==> src/design/dtfx_pkg.sv <==
package dtfx_pkg;

  // Default number of fraction digits that are accumulated
  localparam int FRAC_DIGITS_DEF = 10;
  localparam int FRAC_DIGITS_MAX = 15;

  localparam int INT_W  = 31;
  localparam int FRAC_W = 33;
  localparam int VAL_W  = 64;

  localparam logic [INT_W-1:0] INT_MAX = {INT_W{1'b1}};

  // Character codes
  localparam logic [7:0] CH_TAB   = 8'h09;
  localparam logic [7:0] CH_CR    = 8'h0D;
  localparam logic [7:0] CH_SPACE = 8'h20;
  localparam logic [7:0] CH_PLUS  = 8'h2B;
  localparam logic [7:0] CH_MINUS = 8'h2D;
  localparam logic [7:0] CH_POINT = 8'h2E;
  localparam logic [7:0] CH_ZERO  = 8'h30;
  localparam logic [7:0] CH_NINE  = 8'h39;

  typedef enum logic [2:0] {
    PH_SPACE = 3'd0,
    PH_SIGN  = 3'd1,
    PH_INT   = 3'd2,
    PH_FRAC  = 3'd3,
    PH_DONE  = 3'd4
  } phase_t;

  // Parsed number handed from the parser to the output stage
  typedef struct packed {
    logic              negative;
    logic              saturated;
    logic [INT_W-1:0]  integer_acc;
    logic [FRAC_W-1:0] fraction_acc;
  } snap_t;

  // round(2^32 / 10^(k+1)) for fraction digit position k
  function automatic logic [31:0] frac_weight(input logic [3:0] k);
    logic [31:0] w;
    case (k)
      4'd0:    w = 32'd429496730;
      4'd1:    w = 32'd42949673;
      4'd2:    w = 32'd4294967;
      4'd3:    w = 32'd429497;
      4'd4:    w = 32'd42950;
      4'd5:    w = 32'd4295;
      4'd6:    w = 32'd429;
      4'd7:    w = 32'd43;
      4'd8:    w = 32'd4;
      default: w = 32'd0;
    endcase
    return w;
  endfunction

endpackage

==> src/design/dtfx_if.sv <==
interface dtfx_char_if;
  logic       valid;
  logic       ready;
  logic [7:0] char_code;
  logic       last;

  modport source (output valid, output char_code, output last, input ready);
  modport sink   (input valid, input char_code, input last, output ready);
endinterface

interface dtfx_result_if;
  logic               valid;
  logic               ready;
  logic signed [63:0] value;
  logic               overflow;

  modport source (output valid, output value, output overflow, input ready);
  modport sink   (input valid, input value, input overflow, output ready);
endinterface

==> src/design/dtfx_parse.sv <==
module dtfx_parse #(
  parameter int FRAC_DIGITS = dtfx_pkg::FRAC_DIGITS_DEF
) (
  input  logic              clk,
  input  logic              rst,
  input  logic              step,
  input  logic [7:0]        char_code,
  input  logic              last,
  input  logic              take,
  output logic              snap_valid,
  output dtfx_pkg::snap_t   snap
);
  import dtfx_pkg::*;

  localparam int CNT_W = $clog2(FRAC_DIGITS + 1);

  phase_t            phase, phase_next;
  logic              negative, negative_next;
  logic [INT_W-1:0]  integer_acc, integer_acc_next;
  logic [FRAC_W-1:0] fraction_acc, fraction_acc_next;
  logic [CNT_W-1:0]  fraction_count, fraction_count_next;
  logic              saturated, saturated_next;

  logic              is_digit;
  logic              is_space;
  logic [3:0]        digit;
  logic [INT_W+3:0]  int_prod;
  logic [35:0]       frac_add;
  logic              consumed;

  assign is_digit = (char_code >= CH_ZERO) && (char_code <= CH_NINE);
  assign is_space = ((char_code >= CH_TAB) && (char_code <= CH_CR)) || (char_code == CH_SPACE);
  assign digit    = 4'(char_code - CH_ZERO);
  assign int_prod = {integer_acc, 3'b000} + {2'b00, integer_acc, 1'b0}
                  + {{INT_W{1'b0}}, digit};
  assign frac_add = 36'(digit) * 36'(frac_weight(4'(fraction_count)));

  // Fall through the phases the way one character may cross several of them
  always_comb begin
    phase_next          = phase;
    negative_next       = negative;
    integer_acc_next    = integer_acc;
    fraction_acc_next   = fraction_acc;
    fraction_count_next = fraction_count;
    saturated_next      = saturated;
    consumed            = 1'b0;

    if (phase_next == PH_SPACE) begin
      if (is_space) begin
        consumed = 1'b1;
      end else begin
        phase_next = PH_SIGN;
      end
    end
    if (!consumed && phase_next == PH_SIGN) begin
      if (char_code == CH_MINUS) begin
        negative_next = ~negative;
        consumed      = 1'b1;
      end else if (char_code == CH_PLUS) begin
        consumed = 1'b1;
      end else begin
        phase_next = PH_INT;
      end
    end
    if (!consumed && phase_next == PH_INT) begin
      consumed = 1'b1;
      if (is_digit) begin
        if (int_prod > {4'b0000, INT_MAX}) begin
          integer_acc_next = INT_MAX;
          saturated_next   = 1'b1;
        end else begin
          integer_acc_next = int_prod[INT_W-1:0];
        end
      end else if (char_code == CH_POINT) begin
        phase_next = PH_FRAC;
      end else begin
        phase_next = PH_DONE;
      end
    end else if (!consumed && phase_next == PH_FRAC) begin
      if (is_digit) begin
        if (fraction_count < CNT_W'(FRAC_DIGITS)) begin
          fraction_acc_next   = fraction_acc + frac_add[FRAC_W-1:0];
          fraction_count_next = fraction_count + 1'b1;
        end
      end else begin
        phase_next = PH_DONE;
      end
    end
  end

  // Advance on each processed character; return to the idle string on last
  always_ff @(posedge clk) begin
    if (rst || (step && last)) begin
      phase          <= PH_SPACE;
      negative       <= 1'b0;
      integer_acc    <= '0;
      fraction_acc   <= '0;
      fraction_count <= '0;
      saturated      <= 1'b0;
    end else if (step) begin
      phase          <= phase_next;
      negative       <= negative_next;
      integer_acc    <= integer_acc_next;
      fraction_acc   <= fraction_acc_next;
      fraction_count <= fraction_count_next;
      saturated      <= saturated_next;
    end
  end

  always_ff @(posedge clk) begin
    if (rst) begin
      snap_valid <= 1'b0;
    end else if (step && last) begin
      snap_valid <= 1'b1;
    end else if (take) begin
      snap_valid <= 1'b0;
    end
  end

  always_ff @(posedge clk) begin
    if (step && last) begin
      snap.negative     <= negative_next;
      snap.saturated    <= saturated_next;
      snap.integer_acc  <= integer_acc_next;
      snap.fraction_acc <= fraction_acc_next;
    end
  end

endmodule

==> src/design/dtfx_format.sv <==
module dtfx_format (
  input  logic            clk,
  input  logic            rst,
  input  logic            snap_valid,
  input  dtfx_pkg::snap_t snap,
  output logic            take,
  dtfx_result_if.source   result
);
  import dtfx_pkg::*;

  logic [31:0]      upper;
  logic [VAL_W-1:0] mag;
  logic [VAL_W-1:0] signed_val;

  // Fraction carry folds into the integer half
  assign upper      = {1'b0, snap.integer_acc} + 32'(snap.fraction_acc[FRAC_W-1]);
  assign mag        = {upper, snap.fraction_acc[31:0]};
  assign signed_val = snap.negative ? (~mag + 1'b1) : mag;

  assign take = snap_valid && (!result.valid || result.ready);

  always_ff @(posedge clk) begin
    if (rst) begin
      result.valid <= 1'b0;
    end else if (take) begin
      result.valid <= 1'b1;
    end else if (result.ready) begin
      result.valid <= 1'b0;
    end
  end

  always_ff @(posedge clk) begin
    if (take) begin
      result.value    <= signed_val;
      result.overflow <= snap.saturated;
    end
  end

endmodule

==> src/design/decimal_text_to_fixed_point.sv <==
// Result path: a taken last beat's number goes to the snapshot, then the result register.
// Throughput: one character beat per cycle unless a last beat waits for snapshot room.
// Input register, parse stage and output register each stall only when the next is full.
// Reset (rst, synchronous, active high) empties all stages and returns the parser
// to the leading white space phase with all accumulators cleared.
module decimal_text_to_fixed_point #(
  parameter int FRAC_DIGITS = dtfx_pkg::FRAC_DIGITS_DEF
) (
  input  logic          clk,
  input  logic          rst,
  dtfx_char_if.sink     chars,
  dtfx_result_if.source result
);
  import dtfx_pkg::*;

  // Input register: hold one character beat
  logic       in_valid;
  logic [7:0] in_char;
  logic       in_last;

  // Handshake between parse and format stages
  logic  snap_valid;
  logic  take;
  snap_t snap;
  logic  snap_free;
  logic  step;

  // A non-final character never waits; a final one needs room for its number
  assign snap_free   = !snap_valid || take;
  assign step        = in_valid && (!in_last || snap_free);
  assign chars.ready = !in_valid || step;

  always_ff @(posedge clk) begin
    if (rst) begin
      in_valid <= 1'b0;
    end else if (chars.ready) begin
      in_valid <= chars.valid;
    end
  end

  always_ff @(posedge clk) begin
    if (chars.ready && chars.valid) begin
      in_char <= chars.char_code;
      in_last <= chars.last;
    end
  end

  // Parse stage: advance the character state machine, capture the number on last
  dtfx_parse #(
    .FRAC_DIGITS(FRAC_DIGITS)
  ) u_parse (
    .clk       (clk),
    .rst       (rst),
    .step      (step),
    .char_code (in_char),
    .last      (in_last),
    .take      (take),
    .snap_valid(snap_valid),
    .snap      (snap)
  );

  // Output stage: combine halves, apply sign, register the result beat
  dtfx_format u_format (
    .clk       (clk),
    .rst       (rst),
    .snap_valid(snap_valid),
    .snap      (snap),
    .take      (take),
    .result    (result)
  );

endmodule

==> src/flat_wrapper.sv <==
// flat-port wrapper written by rule: the top's interface ports become plain ports
module decimal_text_to_fixed_point_flat import dtfx_pkg::*;
#(
  parameter int FRAC_DIGITS = dtfx_pkg::FRAC_DIGITS_DEF
)
  (clk, rst, chars_valid, chars_char_code, chars_last, chars_ready, result_valid, result_value, result_overflow, result_ready);
  dtfx_char_if chars_i ();
  dtfx_result_if result_i ();
  input  logic clk;
  input  logic rst;
  input wire logic [$bits(chars_i.valid)-1:0] chars_valid;
  input wire logic [$bits(chars_i.char_code)-1:0] chars_char_code;
  input wire logic [$bits(chars_i.last)-1:0] chars_last;
  output wire logic [$bits(chars_i.ready)-1:0] chars_ready;
  output wire logic [$bits(result_i.valid)-1:0] result_valid;
  output wire logic [$bits(result_i.value)-1:0] result_value;
  output wire logic [$bits(result_i.overflow)-1:0] result_overflow;
  input wire logic [$bits(result_i.ready)-1:0] result_ready;
  assign chars_i.valid = chars_valid;
  assign chars_i.char_code = chars_char_code;
  assign chars_i.last = chars_last;
  assign chars_ready = chars_i.ready;
  assign result_valid = result_i.valid;
  assign result_value = result_i.value;
  assign result_overflow = result_i.overflow;
  assign result_i.ready = result_ready;
  decimal_text_to_fixed_point #(.FRAC_DIGITS(FRAC_DIGITS)) u_core (.clk(clk), .rst(rst), .chars(chars_i), .result(result_i));
endmodule
==> config.mk <==
export PLATFORM = sky130hd
export DESIGN_NAME = decimal_text_to_fixed_point_flat
export DESIGN_NICKNAME = d
export VERILOG_FILES = /design/src/design/dtfx_pkg.sv /design/src/design/dtfx_if.sv /design/src/design/dtfx_parse.sv /design/src/design/dtfx_format.sv /design/src/design/decimal_text_to_fixed_point.sv /design/src/flat_wrapper.sv
export SDC_FILE = /design/constraint.sdc
export NUM_CORES = 1
export LEC_CHECK = 0
export BUFFER_PORTS_ARGS = -buffer_cell sky130_fd_sc_hd__buf_2
export CORE_ASPECT_RATIO = 0.75
export CORE_MARGIN = 1
export CORE_UTILIZATION = 55
export CTS_CLUSTER_SIZE = 14
export DETAILED_ROUTE_END_ITERATION = 10
export GPL_TIMING_DRIVEN = 0
export HOLD_SLACK_MARGIN = 0.12
export PLACE_DENSITY = 0.73
export SETUP_SLACK_MARGIN = 0.1
export SLEW_MARGIN = 40
export SYNTH_ARGS = -nofsm -noshare
export SYNTH_HDL_FRONTEND = slang
export SYNTH_SLANG_ARGS = --single-unit
export TNS_END_PERCENT = 100
==> constraint.sdc <==
create_clock -name clk -period 6.3 [get_ports clk]
set_clock_uncertainty 0.1 [all_clocks]
set_input_delay 0.315 -clock clk [delete_from_list [all_inputs] [get_ports clk]]
set_output_delay 0.315 -clock clk [all_outputs]
set_load 0.01 [all_outputs]
Yosys cells after proc, flatten, opt, wreduce, memory -nomap -nowiden
Memories as Yosys holds them, arrays and structs flattened. A register that Yosys moved wholly into a read port is not among the register bits.
Index checks and enable logic that the tools add are counted.

word-level totals
  logic and storage cells = 101
  ROM bits = 432
  memories = 1
  register bits = 216
  output and inout bits = 67
  input port bits = 13

operators by class
  $add $sub $neg = 7
  equality and inequality tests = 7
  order comparisons = 6
  multipliers = 1
  reductions and logical operators = 25
  multiplexer cells = 34
  bitwise gates (word level) = 3

memory list
  memory            depth  width  read ports  clocked after memory_dff  wr ports  RTL line        source
  (name not given)  16     27     1           1                         0         dtfx_pkg.sv:42  case (k)

operators by type and width
  cell                                                                                  number
  33-bit two-way mux                                                                    4
  31-bit two-way mux                                                                    3
  64-bit by 1-bit adder with 64-bit output (second input constant)                      1
  64-bit two-way mux                                                                    1
  64-bit NOT                                                                            1
  34-bit by 32-bit adder with 35-bit output                                             1
  35-bit by 4-bit adder with 35-bit output                                              1
  35-bit by 31-bit greater-than comparator with 1-bit output (second input constant)    1
  33-bit adder                                                                          1
  4-bit by 32-bit multiplier with 33-bit output                                         1
  31-bit by 1-bit adder with 32-bit output                                              1
  8-bit by 6-bit equality test with 1-bit output (second input constant)                4
  3-bit two-way mux                                                                     10
  1-bit two-way mux                                                                     14
  1-bit logical AND                                                                     9
  8-bit by 4-bit greater-or-equal comparator with 1-bit output (second input constant)  1
  8-bit by 6-bit greater-or-equal comparator with 1-bit output (second input constant)  1
  8-bit by 4-bit <= comparator with 1-bit output (second input constant)                1
  8-bit by 6-bit <= comparator with 1-bit output (second input constant)                1
  4-bit two-way mux                                                                     2
  3-bit by 2-bit equality test with 1-bit output (second input constant)                2
  1-bit zero test                                                                       6
  1-bit logical OR                                                                      6
  5-bit AND reduction                                                                   1
  7 further kinds                                                                       9

Longest topological paths before layout
Gate-level depths: netlist of run 1.

  word-level depth = 14
  mapped depth = 21
  gate-level depth less buffers = 18

Cells and area by module
A second synthesis of run 1 with hierarchy kept.

second synthesis, totals
  cells, all modules = 1,936
  area total of the unflattened synthesis = 17,763.3 um^2

modules (own cells, without submodules)
  module                       times used  area each (um^2)  cells each  seq. area each (um^2)
  dtfx_parse                   1           12,798.5          1,446       3,863.7
  dtfx_format                  1           4,618.2           474         1,971.9
  decimal_text_to_fixed_point  1           346.6             16          290.3

Least setup slack after synthesis of run 1
No wires, ideal clock.

  kind = reg2reg
  start = reg u_core.in_char[1]
  end = reg u_core.u_parse.fraction_acc[26]
  path buffers = 2
  arrival = 4.964 ns
  stages on the path, launching flop included = 19
  required time = 6.126 ns
  path slack = 1.162 ns
  period minus slack after synthesis = 5.138 ns
  library setup time = 0.074 ns
  path through = edfxtp_1 -> clkbuf_1 -> clkbuf_1 -> and2_1 -> fa_1 -> fa_1 -> inv_1 -> fa_1 -> inv_1 -> ha_1 -> nand3_1 -> nor4b_1 -> a32oi_1 -> o221ai_1 -> a41oi_1 -> o21ai_0 -> nand2_1 -> or4b_2 -> a31oi_1

on the way
  cells in the longest elaborated chain, start to end = 12
  elaborated cells between the ends (all ways) = 35
  those cells by class = 2 x add/sub; 1 x mul; 4 x order compare; 6 x eq/ne; 14 x mux; 8 x reduce/logical

ends and longest elaborated chain
  what                                                                                    RTL line                           source
  start: declaration                                                                      decimal_text_to_fixed_point.sv:18  logic [7:0] in_char;
  start signal: assignment                                                                decimal_text_to_fixed_point.sv:43  in_char <= chars.char_code;
  branches (longest 11 deep; another with 4-bit by 32-bit multiplier with 33-bit output)  n/a
  33-bit two-way mux (*)                                                                  dtfx_parse.sv:65                   if (!consumed && phase_next == PH_INT) begin
  end signal: assignment                                                                  dtfx_parse.sv:104                  fraction_acc <= fraction_acc_next;
  end: declaration                                                                        dtfx_parse.sv:20                   logic [FRAC_W-1:0] fraction_acc, fraction_acc_next;

Every way passes the cells marked *.
A chain may end at the register's enable or synchronous reset.

Worst setup path after layout of run 1
  start = reg u_core.in_char[2]
  end = reg u_core.u_parse.snap[31] (netlist name)

on the way
  cells in the longest elaborated chain, start to end = 12
  elaborated cells between the ends (all ways) = 35
  those cells by class = 2 x add/sub; 1 x mul; 4 x order compare; 6 x eq/ne; 14 x mux; 8 x reduce/logical

ends and longest elaborated chain
  what                                                                                    RTL line
  branches (longest 11 deep; another with 4-bit by 32-bit multiplier with 33-bit output)  n/a
  33-bit two-way mux (*)                                                                  dtfx_parse.sv:65
  via u_core.u_parse.fraction_acc_next[31]                                                dtfx_parse.sv:20

Mark *: on every way through the listed nets, which the timed path passes.

==> metrics.md, run 1 <==
| Metric | Value |
|---|---|
| Routed vias | 14.5k |
| R2R Setup Slk | roughly 270 ps |
| Cell Chain, Critical Path | clkbuf_2 -> clkbuf_2 -> and2_1 -> inv_1 -> fa_1 -> inv_1 -> fa_1 -> inv_1 -> fa_1 -> inv_1 -> ha_1 -> and4_1 -> a21oi_1 -> o21ai_0 -> a221o_1 -> o2111ai_1 -> a21oi_1 -> nor3_1 -> xor2_1 -> o21ai_0 |
| Worst VDD drop | 215 uV |
| Post-Place Cell Area | 18500 sq um |
| Top-count cell post-synth | nand2_1 |
| Layout cells sized above 1 | 7.94% |
| Inst Count DP | 2422 |
| PortBufs | 79 |
| Tot GR Track Use | 27.8% |
| Syn_nets | 2144 |
| Min-delay worst type | register to register |
| Final Cycle Share | ~96% |
| Max Cap Viol | 0 |
| Antenna Cells | 0 |
| RSZ-0062 raised after global routing | no |
| Die area | ~32000 sq um |
| Top post-synthesis cells by area | edfxtp_1 (24%), dfxtp_1 (11%), fa_1 (9.0%), ha_1 (8.6%), xnor2_1 (5.1%) |
| Warnings from Yosys | 0 |
| Register area share after synthesis | between 30% and 40% |
| Root Driver | clkbuf_16 |
| Total wire length | 45.7 mm |
| Iter 0 DRT Violations | roughly 1.7k |
| Vias in the first global route | 13.0k |
| Synth Flop Type | edfxtp_1 |
| Post-synth top cells | nand2_1 (192), inv_1 (191), edfxtp_1 (140), a21oi_1 (134), nor2_1 (122) |
| Clock Sinks | 236 |
| Synth unique cells | 73 |
| First-pass GRT wire length | 71.4 mm |
| Status | complete, no violations |
| Pleak | 7.94 nW |
| Core area | 31300 sq um |
| Clock Tree Buf Depth | 3 |
| CP startpoint kind | register |
| Util after Layout | between 60% and 70% |
| Worst setup EP type | register |
| WS Path Type | register to register |
| Die Y | 156 microns |
| FILL cells | 2580 |
| Clk_lat worst skew | 570 ps |
| Setup violations, final | 0 |
| Initial Util | between 50% and 60% |
| ANT nets after route | 0 |
| Width of the die | 208 microns |
| Worst-path clk slew | 60 ps |
| H-tree levels | 1 |
| Critical Path RT | 6510 ps |
| Cell repeated most along the worst path | inv_1 |
| First-pass iteration count of the detailed router | 5 |
| Ys async rst share | 0% |
| Post-Syn Instances | 1933 |
| CTS buffer count | 25 |
| Number of I/O pins | 80 |
| Post-synth top area share | 24.1% |
| Overall power | 4.04 mW |
| Number of remaining DRC errors | 0 |
| # nets final | ~2.3k |
| Critical Path AT | about 6200 ps |
| Relative slew slack | 43.3% |
| PwrDens | about 210 nW/um^2 |
| Maximum clock rate | between 0.15 and 0.2 GHz |
| Final hold violation count | 0 |
| Crit-path max cell delay | 530 ps |
| Period minus WS final | 6030 ps |
| Slew Limit Fails | 0 |
| Fin Hold WS | approximately 340 ps |
| Synth-to-Final Area Change | 11.8% |
| Gpl congestion | 0.969 |
| Gr ovfl total | 0 |
| Design Area, Final | 19500 sq um |
| Largest area contributor in the netlist | edfxtp_1 |
| Post-Layout Cell Count | approximately 2.5k |
| Syn avg cell area | ~9 sq um |
| Detailed placement HPWL | approximately 36 mm |
| Avg WL per Cell | 18.4 microns |
| CP max-delay cell | fa_1 |
| CTS tree | built |
| Initial antenna violation count | 0 |
| EDFF count, synth | 140 |
| Num rows | 56 |
| Vias per cell | slightly below 6 |
| Largest net degree at the start of global routing | 36 |
| Flops & latches, synth | 236 |
| Worst-path maximum fanout | 10 |
| Slew @ Worst Pin | 850 ps |
| Mapped cell area | between 15000 and 20000 sq um |
state kept, by name (all words and copies together) (netlist names), named ones only:
register	count
u_core.u_format.result.valid	1
u_core.in_char	8
u_core.u_parse.fraction_acc	33
u_core.u_parse.snap	66
u_core.u_parse.snap_valid	1
u_core.u_parse.phase	3
u_core.u_parse.fraction_count	4
u_core.u_parse.negative	1
u_core.in_last	1
u_core.u_parse.integer_acc	31
u_core.u_parse.saturated	1
u_core.in_valid	1
u_core.u_format.result.overflow	1
u_core.u_format.result.value	64
metrics by stage:
step                      TNS, ps  worst slack (ps)
after floorplan                 0              1160
after global placement      -41.3             -41.3
after detailed placement     -105              -105
after CTS                       0              89.8
after global routing            0              76.3
final                           0               266
worst max-delay path: cells and delay by family, from the launching register on:
family | cells | cell delay [ps]
compound gates | 6 | 1610
xor+xnor | 1 | 120
fa+ha+maj | 4 | 1920
buf+inv | 6 | 760
flops | 1 | 440
simple gates | 3 | 840
per-layer routing:
metal	track usage, %	up-vias	share of wire (%)
met3	5.54	43	9.8
met1	45.4	6797	50
met5	0	-	0
li1	-	7008	-
met4	4.87	0	1.6
met2	37.4	663	38
final timing paths:
check | start | end | cells past startpoint
worst max-delay path | u_core.in_char[2] | u_core.u_parse.snap[31] | 20
worst min-delay path | u_core.u_parse.snap[64] | u_core.u_format.result.overflow | 0
worst max register to register | u_core.in_char[2] | u_core.u_parse.snap[31] | 20
worst min register to register | u_core.u_parse.snap[64] | u_core.u_format.result.overflow | 0
layout make-up:
class	count	area (sq um)	share of cell area (%)
Sequential cell	236	6130	31.4
Tap cell	406	508	2.60
Clock inverter	14	181	0.930
Buffer	84	335	1.72
Inverter	191	717	3.68
Timing Repair Buffer	98	618	3.17
Multi-Input combinational cell	1422	10300	53.0
Clock buffer	32	682	3.50
layout by cell type, fill, tap and decap left out, types with 21 or more instances in the layout:
cell,n
nor2_1,121
and2_1,84
a21o_1,21
nor3_1,35
a21oi_1,134
buf_2,84
or3_1,22
xnor2_1,101
a31oi_1,58
edfxtp_1,140
clkbuf_1,69
ha_1,120
dfxtp_1,96
nand2_1,192
inv_1,191
nand3_1,47
fa_1,78
clkbuf_16,25
xor2_1,49
o21ai_0,115
report_power, final:
group	total, mW	internal [mW]	switching [mW]
combinational	0.788	0.295	0.493
sequential	1.70	1.67	0.0303
clock	1.56	0.901	0.655
total	4.04	2.86	1.18
repair_timing:
item / in CTS / in global routing
hold endpoints to repair: 12 / 0
resized for setup: 3 / 12
hold buffers: 14 / 0
setup buffers: 0 / 0
endpoints found under the setup margin: 3 / 12
logic make-up (layout without fill, tap and decap cells):
| group | Yosys count | count (layout) | share of synthesized area, % |
|---|---|---|---|
| AO/OA/AOI/OAI | 450 | 450 | 15.7 |
| XOR/XNOR | 151 | 151 | 7.58 |
| buffers and inverters | 275 | 419 | 5.99 |
| multiplexers | 9 | 9 | 0.524 |
| flip-flops | 236 | 236 | 35.1 |
| AND/OR/NAND/NOR | 614 | 614 | 17.5 |
| adder cells (fa/ha/maj) | 198 | 198 | 17.6 |
Power figures use the tool's default switching activity.
==> run 2: changes to the inputs <==
- CORE_UTILIZATION: 55 -> 60
- PLACE_DENSITY: 0.73 -> 0.78
==> run 2 against run 1 <==
Against the previous run: critical endpoint unchanged; sequential power barely moved; highest routed layer unchanged; die area is 8.2% lower; largest cell class unchanged; wire length fell by 4.5%; design area shrank 0.42%; via count down 0.25%; non-clock buffer count fell by 3; global-route usage grew 2.0 points; utilization is 6.2 points higher.
==> metrics.md, run 2 (synthesis gave the netlist of run 1 again) <==
| Metric | Value |
|---|---|
| Util after Layout | 68.6% (+6.2 points) |
| PortBufs | 79 (unchanged) |
| Reg-to-Reg End | u_core.u_parse.snap[31] |
| First-pass iteration count of the detailed router | 6 (+1) |
| Width of the die | 199 microns (-4.2%) |
| FILL cells | 2223 (-14%) |
| Max Cap Viol | 0 (unchanged) |
| Register Area | 6130 sq um (unchanged) |
| Slew Limit Fails | 0 (unchanged) |
| Root Driver | clkbuf_16 |
| Number of remaining DRC errors | 0 (unchanged) |
| Slew @ Worst Pin | 869 ps (+18.6 ps) |
| Total wire length | 43.7 mm (-4.5%) |
| Maximum clock rate | 0.167 GHz (+0.78%) |
| Routed vias | 14.5k (-0.25%) |
| Worst-path maximum fanout | 10 (unchanged) |
| Num rows | 53 (-5.4%) |
| R2R Setup Slk | 310 ps (+50 ps) |
| Setup violations, final | 0 (unchanged) |
| Initial Util | 61.6% (+5.8 points) |
| H-tree levels | 1 (unchanged) |
| Avg WL per Cell | 17.8 microns (-3.5%) |
| Critical Path RT | 6500 ps (about the same) |
| Largest regs | u_core.u_parse.snap: 66 flops, u_core.u_format.result.value: 64 flops, u_core.u_parse.fraction_acc: 33 flops |
| First-pass GRT wire length | 69.6 mm (-2.5%) |
| Largest reg by FF count | u_core.u_parse.snap |
| Worst reg2reg path startpoint | u_core.in_char[2] |
| Worst R2R Path Depth | 20 (unchanged) |
| Final hold violation count | 0 (unchanged) |
| Setup bufs post-CTS | 0 (unchanged) |
| Iter 0 DRT Violations | 1792 (+5.0%) |
| Layout cells sized above 1 | 7.71% (-0.23 points) |
| Max reg flops | 66 (unchanged) |
| Pleak | 7.90 nW (-0.48%) |
| Gpl congestion | 0.947 (-2.2%) |
| Min-delay worst type | input port to register |
| Gr ovfl total | 0 (unchanged) |
| Worst VDD drop | 173 uV (-19%) |
| Vias per cell | 5.89 (+0.72%) |
| Final Cycle Share | 95.0% (-0.74 points) |
| Clock Sinks | 236 (unchanged) |
| Overall power | 3.94 mW (-2.4%) |
| Initial antenna violation count | 0 (unchanged) |
| Antenna Cells | 0 (unchanged) |
| Hold path start | chars_valid |
| CTS tree | built |
| Worst hold endpoint | u_core.in_char[0] |
| Synth-to-Final Area Change | 11.3% |
| Relative slew slack | 41.9% (-1.4 points) |
| Most common cell after layout, fill and taps aside | nand2_1 |
| CTS buffer count | 25 (unchanged) |
| Number of I/O pins | 80 (unchanged) |
| Commonest non-fill, non-tap cells in the layout | nand2_1 (192), inv_1 (191), edfxtp_1 (140), a21oi_1 (134), nor2_1 (121) |
| Fin Hold WS | 244 ps (-95.1 ps) |
| Detailed placement HPWL | 34.5 mm (-3.4%) |
| Vias in the first global route | 13.1k (+0.82%) |
| Period minus WS final | 5990 ps (-46.8 ps) |
| Largest net degree at the start of global routing | 37 (+2.8%) |
| Critical Path AT | 6180 ps (-60 ps) |
| CP startpoint kind | register |
| Clock Tree Buf Depth | 3 (unchanged) |
| Fin Setup TNS | 0 ps (unchanged) |
| Die area | 29800 sq um (-8.2%) |
| Status | complete, no violations |
| Worst-path clk slew | 60 ps (about the same) |
| Clk_lat worst skew | 550 ps (-20 ps) |
| Die Y | 150 microns (-4.2%) |
| Worst Hold Depth | 2 (+2) |
| Worst setup path start | u_core.in_char[2] |
| Multi-input logic area | 10300 sq um (-0.12%) |
| ANT nets after route | 0 (unchanged) |
| Worst setup EP type | register |
| RSZ-0062 raised after global routing | yes |
| WS Path Type | register to register |
| # nets final | 2266 (-0.13%) |
| Tot GR Track Use | 29.8% (+2.0 points) |
| PwrDens | 203 nW/um^2 (-2.0%) |
| Core area | 28300 sq um (-9.4%) |
run 2: worst max path at each step:
stage	end	slack, ps
floorplan	u_core.u_parse.fraction_acc[26]	1160
finish	u_core.u_parse.snap[31]	310
detailed placement	u_core.u_parse.snap[31]	190
global route	u_core.u_parse.fraction_acc[26]	70
global placement	u_core.u_parse.snap[31]	260
CTS	u_core.u_parse.snap[31]	160
run 2: area by class of cell:
| cell class | instances | share of cell area (%) |
|---|---|---|
| Sequential cell | 236 | 31.5 |
| Timing Repair Buffer | 95 | 3.12 |
| Multi-Input combinational cell | 1422 | 53.2 |
| Inverter | 191 | 3.69 |
| Clock buffer | 37 | 3.88 |
| Tap cell | 385 | 2.48 |
| Clock inverter | 9 | 0.412 |
| Buffer | 84 | 1.72 |
run 2: repair_timing:
item	in CTS	in global routing
gates resized for setup	0	10
hold buffers	12	0
endpoints found under the setup margin	0	8
endpoints found under the hold margin	12	0
run 2: metrics by stage:
step,area [sq um],std cells,worst slack (ps)
after floorplan,17400,1933,1160
after global placement,18300,2397,263
after detailed placement,18400,2401,188
after CTS,19400,2459,164
after global routing,19400,2459,68.9
final,19400,2459,313
run 2: worst max-delay path, stage by stage (launching register included):
cell and delay, ps:
edfxtp_1 380, clkbuf_1 370, clkbuf_2 300, and2_1 200, inv_1 80, fa_1 480
inv_1 70, fa_1 530, inv_1 50, fa_1 500, inv_1 40, ha_1 370
and4_1 240, a21oi_1 150, o21ai_0 180, a221o_1 380, o2111ai_1 280, a21oi_1 110
nor3_1 420, xor2_1 110, o21ai_0 380
run 2: per-layer routing:
metal  vias to the layer above  global-route usage (%)  part of all wire [%]
met1                      6691                    47.2                    48
met5                         -                       0                     0
met2                       727                    40.5                    39
met3                        55                    8.00                    12
met4                         0                    5.08                   1.5
li1                       7001                       -                     -
run 2: report_power, final:
| group | switching [mW] | internal (mW) | leakage [nW] |
|---|---|---|---|
| clock | 0.620 | 0.841 | 0.404 |
| sequential | 0.0296 | 1.67 | 2.02 |
| combinational | 0.491 | 0.292 | 5.48 |
| total | 1.14 | 2.80 | 7.90 |
